==> src/rtl/rbsa_pkg.sv <==
// Shared types and constants for the region binned sum aggregator.
package rbsa_pkg;

   localparam int CELL_W  = 32;
   localparam int REG_W   = 5;
   localparam int YEAR_W  = 16;
   localparam int POP_W   = 32;
   localparam int COUNT_W = 32;
   localparam int SUM_W   = 56;
   localparam int REGION_SPACE = 32;

   typedef logic [1:0] mode_type;

   localparam mode_type MODE_LOAD = 2'd0;
   localparam mode_type MODE_DATA = 2'd1;
   localparam mode_type MODE_END  = 2'd2;

   typedef struct packed {
      logic accept;
      logic pair_wr;
      logic flush_en;
      logic scan_rd;
      logic year_upd;
   } cmd_type;

   typedef struct packed {
      logic year_diff;
      logic fill_zero;
      logic flush_done;
      logic scan_last;
   } sts_type;

endpackage

==> src/rtl/rbsa_ctrl.sv <==
// Controller state machine: sequences load, flush and table scan.
module rbsa_ctrl (
   input  logic             clock,
   input  logic             reset,
   input  logic             req_valid,
   output logic             req_ready,
   input  rbsa_pkg::mode_type req_mode,
   input  rbsa_pkg::sts_type  sts,
   output rbsa_pkg::cmd_type  cmd
);
   import rbsa_pkg::*;

   localparam logic [1:0] S_IDLE  = 2'd0;
   localparam logic [1:0] S_FLUSH = 2'd1;
   localparam logic [1:0] S_SCAN  = 2'd2;
   localparam logic [1:0] S_DRAIN = 2'd3;

   logic [1:0] state_ff, state_in;
   logic       pend_ff, pend_in;
   logic       take;

   assign req_ready = (state_ff == S_IDLE);
   assign take      = req_valid && req_ready;

   always_comb begin
      state_in = state_ff;
      pend_in  = pend_ff;
      cmd      = '0;
      unique case (state_ff)
         S_IDLE: begin
            if (take) begin
               cmd.accept = 1'b1;
               case (req_mode)
                  MODE_LOAD: cmd.pair_wr = 1'b1;
                  MODE_DATA: begin
                     if (sts.year_diff) begin
                        state_in = S_FLUSH;
                        pend_in  = 1'b1;
                     end else if (!sts.fill_zero) begin
                        state_in = S_SCAN;
                     end
                  end
                  MODE_END: begin
                     state_in = S_FLUSH;
                     pend_in  = 1'b0;
                  end
                  default: state_in = S_IDLE;
               endcase
            end
         end
         S_FLUSH: begin
            cmd.flush_en = 1'b1;
            if (sts.flush_done) begin
               if (pend_ff) begin
                  cmd.year_upd = 1'b1;
                  state_in = sts.fill_zero ? S_IDLE : S_SCAN;
               end else begin
                  state_in = S_IDLE;
               end
            end
         end
         S_SCAN: begin
            cmd.scan_rd = 1'b1;
            if (sts.scan_last) state_in = S_DRAIN;
         end
         S_DRAIN: state_in = S_IDLE;
         default: state_in = S_IDLE;
      endcase
   end

   always_ff @(posedge clock) begin
      if (reset) begin
         state_ff <= S_IDLE;
         pend_ff  <= 1'b0;
      end else begin
         state_ff <= state_in;
         pend_ff  <= pend_in;
      end
   end

endmodule

==> config.mk <==
export PLATFORM = sky130hd
export DESIGN_NAME = rbsa_ctrl
export DESIGN_NICKNAME = d
export VERILOG_FILES = /design/src/rtl/rbsa_pkg.sv /design/src/rtl/rbsa_ctrl.sv
export SDC_FILE = /design/constraint.sdc
export NUM_CORES = 1
export LEC_CHECK = 0
export BUFFER_PORTS_ARGS = -buffer_cell sky130_fd_sc_hd__buf_2
export CORE_AREA = 5 5 42 44
export CTS_BUF_LIST = sky130_fd_sc_hd__clkbuf_4
export CTS_CLUSTER_DIAMETER = 30
export CTS_CLUSTER_SIZE = 40
export DETAILED_ROUTE_END_ITERATION = 10
export DIE_AREA = 0 0 47 49
export SLEW_MARGIN = 30
export SYNTH_ARGS = -nofsm -noshare
export SYNTH_HDL_FRONTEND = slang
export SYNTH_SLANG_ARGS = --single-unit
==> constraint.sdc <==
create_clock -name clock -period 1.1 [get_ports clock]
set_input_delay 0.22 -clock clock [delete_from_list [all_inputs] [get_ports clock]]
set_output_delay 0.22 -clock clock [all_outputs]
set_load 0.03 [all_outputs]
==> impl_metrics.yaml <==
grt:
  grt_max_degree: 7
  grt_pass1_vias: 395
  overflow: 0
  grt_pass1_wl_um: 1545
  antenna_found_initial: 0
  track_usage_pct: 9.014
power:
  total_power_mw: 0.5386
  pwr-share-clk_pct: 41.2
  p_leak_nw: 0.2916
  seqPwrFrac_pct: 21.9
  power_density_nw_per_um2: 857.5
  power_frac_comb_pct: 36.9
  power_switching_share_pct: 29.41
  peakVddDrop_mv: 0.2493
  intPower_mw: 0.3802
  net-switching-power_mw: 0.1584
timing:
  layout_setup_ws_ps: -227.8
  slew_headroom_pct: 81.67
  finalCritPeriodShare_pct: 120.7
  skew_ps: 4.199
  rsz0062_at_grt: "true"
  setup_viol: 8
  min_period_ps: 1328
  final_hold_viol_count: 0
  tightest_slew_ps: 271.1
  timing.hold.ws_ps: 266.2
  setup_tns_ps: -1130
  fmax_mhz: 753.1
  slew_violations: 0
worst_setup_path:
  crit_path_start: "state_ff[1]$_SDFFE_PP0P_"
  cp.required_ps: 880
  r2r_setup_slack_ps: -120
  cp_slowest_cell: "dfxtp_4"
  critPathMaxStageDelay_ps: 360
  endpoint: "cmd[0]"
  crit_path_start_kind: "flip-flop"
  crit_top_cell: "buf_6"
  reg2reg_depth: 5
  crit_path_cell_trace: "buf_6 -> nor2b_4 -> and3_4 -> buf_6"
  critPathKind: "reg -> out"
  reg2reg_to: "pend_ff$_SDFFE_PP0P_"
  crit_fanout: 5
  r2r_start: "state_ff[0]$_SDFFE_PP0P_"
  cp-end-kind: "primary output"
  crit_arrival_ps: 1110
clock_tree:
  clock_latency_ps: 230
  clockRootBuffer: "clkbuf_4"
  cts_buffer_depth: 2
  cts-hold-fix-buffers: 0
  cts.sinks: 3
  clk_pin_slew_ps: 40
  htreeDepth: 1
  cts_made_buffers: 3
  cts_tree: "built"
routing:
  drt-pass1-iter-count: 4
  drt-initial-drc-count: 4
  met1_length_um: 373
  drc: 0
  dr_wl_met2_um: 510
  post_drt_wl_per_cell_um: 11.84
  wl_met3_um: 51
  totalWireLength_um: 935
  top_layer: "met3"
  via_per_inst: 4.557
  ant_nets: 0
  via_count: 360
status:
  violations: "negative setup slack"
  status: "finished with violations"
job:
  maxCapViolCount: 0
final_layout:
  num-nets-final: 77
  fin_area_um2: 628.1
  layout_commonest_cell: "buf_4"
  synthToLayoutAreaGrowth_pct: 121.1
  antenna_cells: 0
  drive_above_1_share_pct: 68.25
  finish.utilization_pct: 44.82
  final_cell_mix: "buf_4, buf_6, buf_2"
floorplanning:
  die_width_um: 47
  die_height_um: 49
  fp-row-count: 14
  start_util_pct: 20.27
  core_area_um2: 1401
  io_pins: 15
  dieArea_um2: 2303
synth:
  syn_area_per_cell_um2: 9.162
  seq_area_frac_synth_pct: 21.15
  synth_cell_types: 21
  synth_nets: 44
  syn_area_um2: 284.0
  synthCells: 31
  ys_warn_count: 0
  synth-seq-cells: 3
placement:
  dpl.hpwl_um: 681.3
  portBuffers: 14
  gp_congestion: 0.6509
  dpl-instance-area_um2: 455.4
hold_path:
  min_from: "sts[0]"
  holdCritPathClass: "in -> reg"
## what timing repair did
item | 4_1_cts | 5_1_grt
gates cloned | 0 | 0
gates resized for setup | 21 | 4
buffers inserted | 3 | 2
endpoints found under the setup margin | 8 | 9
pin swaps | 5 | 3
## critical path, delay by kind of cell, from the launching register on
family,cells,cell delay [ps]
buf+inv,2,240
simple gates,2,270
flops,1,360
## kinds of logic after synthesis
logic type | after synthesis | synth area share, %
simple gates | 13 | 33.05
buf+inv | 3 | 3.964
fa+ha+maj | 4 | 17.62
flops | 3 | 21.15
compound gates | 8 | 24.23
## worst min-delay path by stage
stage,to,cells after the start
final,state_ff[0]$_SDFFE_PP0P_,3
after global routing,pend_ff$_SDFFE_PP0P_,3
after CTS,state_ff[0]$_SDFFE_PP0P_,3
after detailed placement,pend_ff$_SDFFE_PP0P_,2
after global placement,pend_ff$_SDFFE_PP0P_,2
after floorplan,pend_ff$_SDFFE_PP0P_,1
## stage by stage
step                std cells  setup slack [ps]
global route               79            -263.9
global placement           70            -169.9
finish                     79            -227.8
detailed placement         70            -220.9
floorplan                  31            -181.8
CTS                        77            -242.7
## layer usage
layer  vias up  global-route usage [%]
met2        10                   14.93
met5         -                       0
li1        182                       -
met4         0                   4.147
met1       168                   10.55
met3         0                   1.845
## final cells by class
cell class / count / area [µm²]
Inverter: 3 / 11.26
Multi-Input combinational cell: 25 / 275.3
Clock buffer: 4 / 30.03
Tap cell: 16 / 20.02
Sequential cell: 3 / 67.56
Timing Repair Buffer: 28 / 224.0
Fill cell: 149 / 773.2
## Yosys cell counts (all sizes together)
master | count | area share (%)
inv | 3 | 4.0
dfxtp | 3 | 21
a2bb2oi | 1 | 3.1
a2111oi | 1 | 5.3
nand3b | 1 | 2.6
a31oi | 1 | 2.2
and2 | 1 | 2.2
and2b | 1 | 2.6
nor2 | 2 | 2.6
a32oi | 1 | 3.1
nor2b | 1 | 2.2
nor3b | 1 | 6.6
and3 | 2 | 4.4
nor4b | 1 | 3.1
a221oi | 1 | 3.1
o2bb2ai | 1 | 3.1
a21oi | 1 | 1.8
or3 | 1 | 2.2
nand2b | 2 | 4.4
ha | 4 | 18
a21o | 1 | 2.6
## power by group through the flow
stage	Clock [mW]	Combinational [mW]	Sequential, mW
2_1_floorplan	0	0.0745	0.122
3_3_place_gp	0	0.135	0.123
3_5_place_dp	0	0.137	0.122
4_1_cts	0.236	0.177	0.118
5_1_grt	0.240	0.214	0.118
6_report	0.222	0.199	0.118
## state kept, by name (all words and copies together), names as in the netlist
name	count
pend_ff	1
state_ff	2
(Power assumes the default switching activity.)
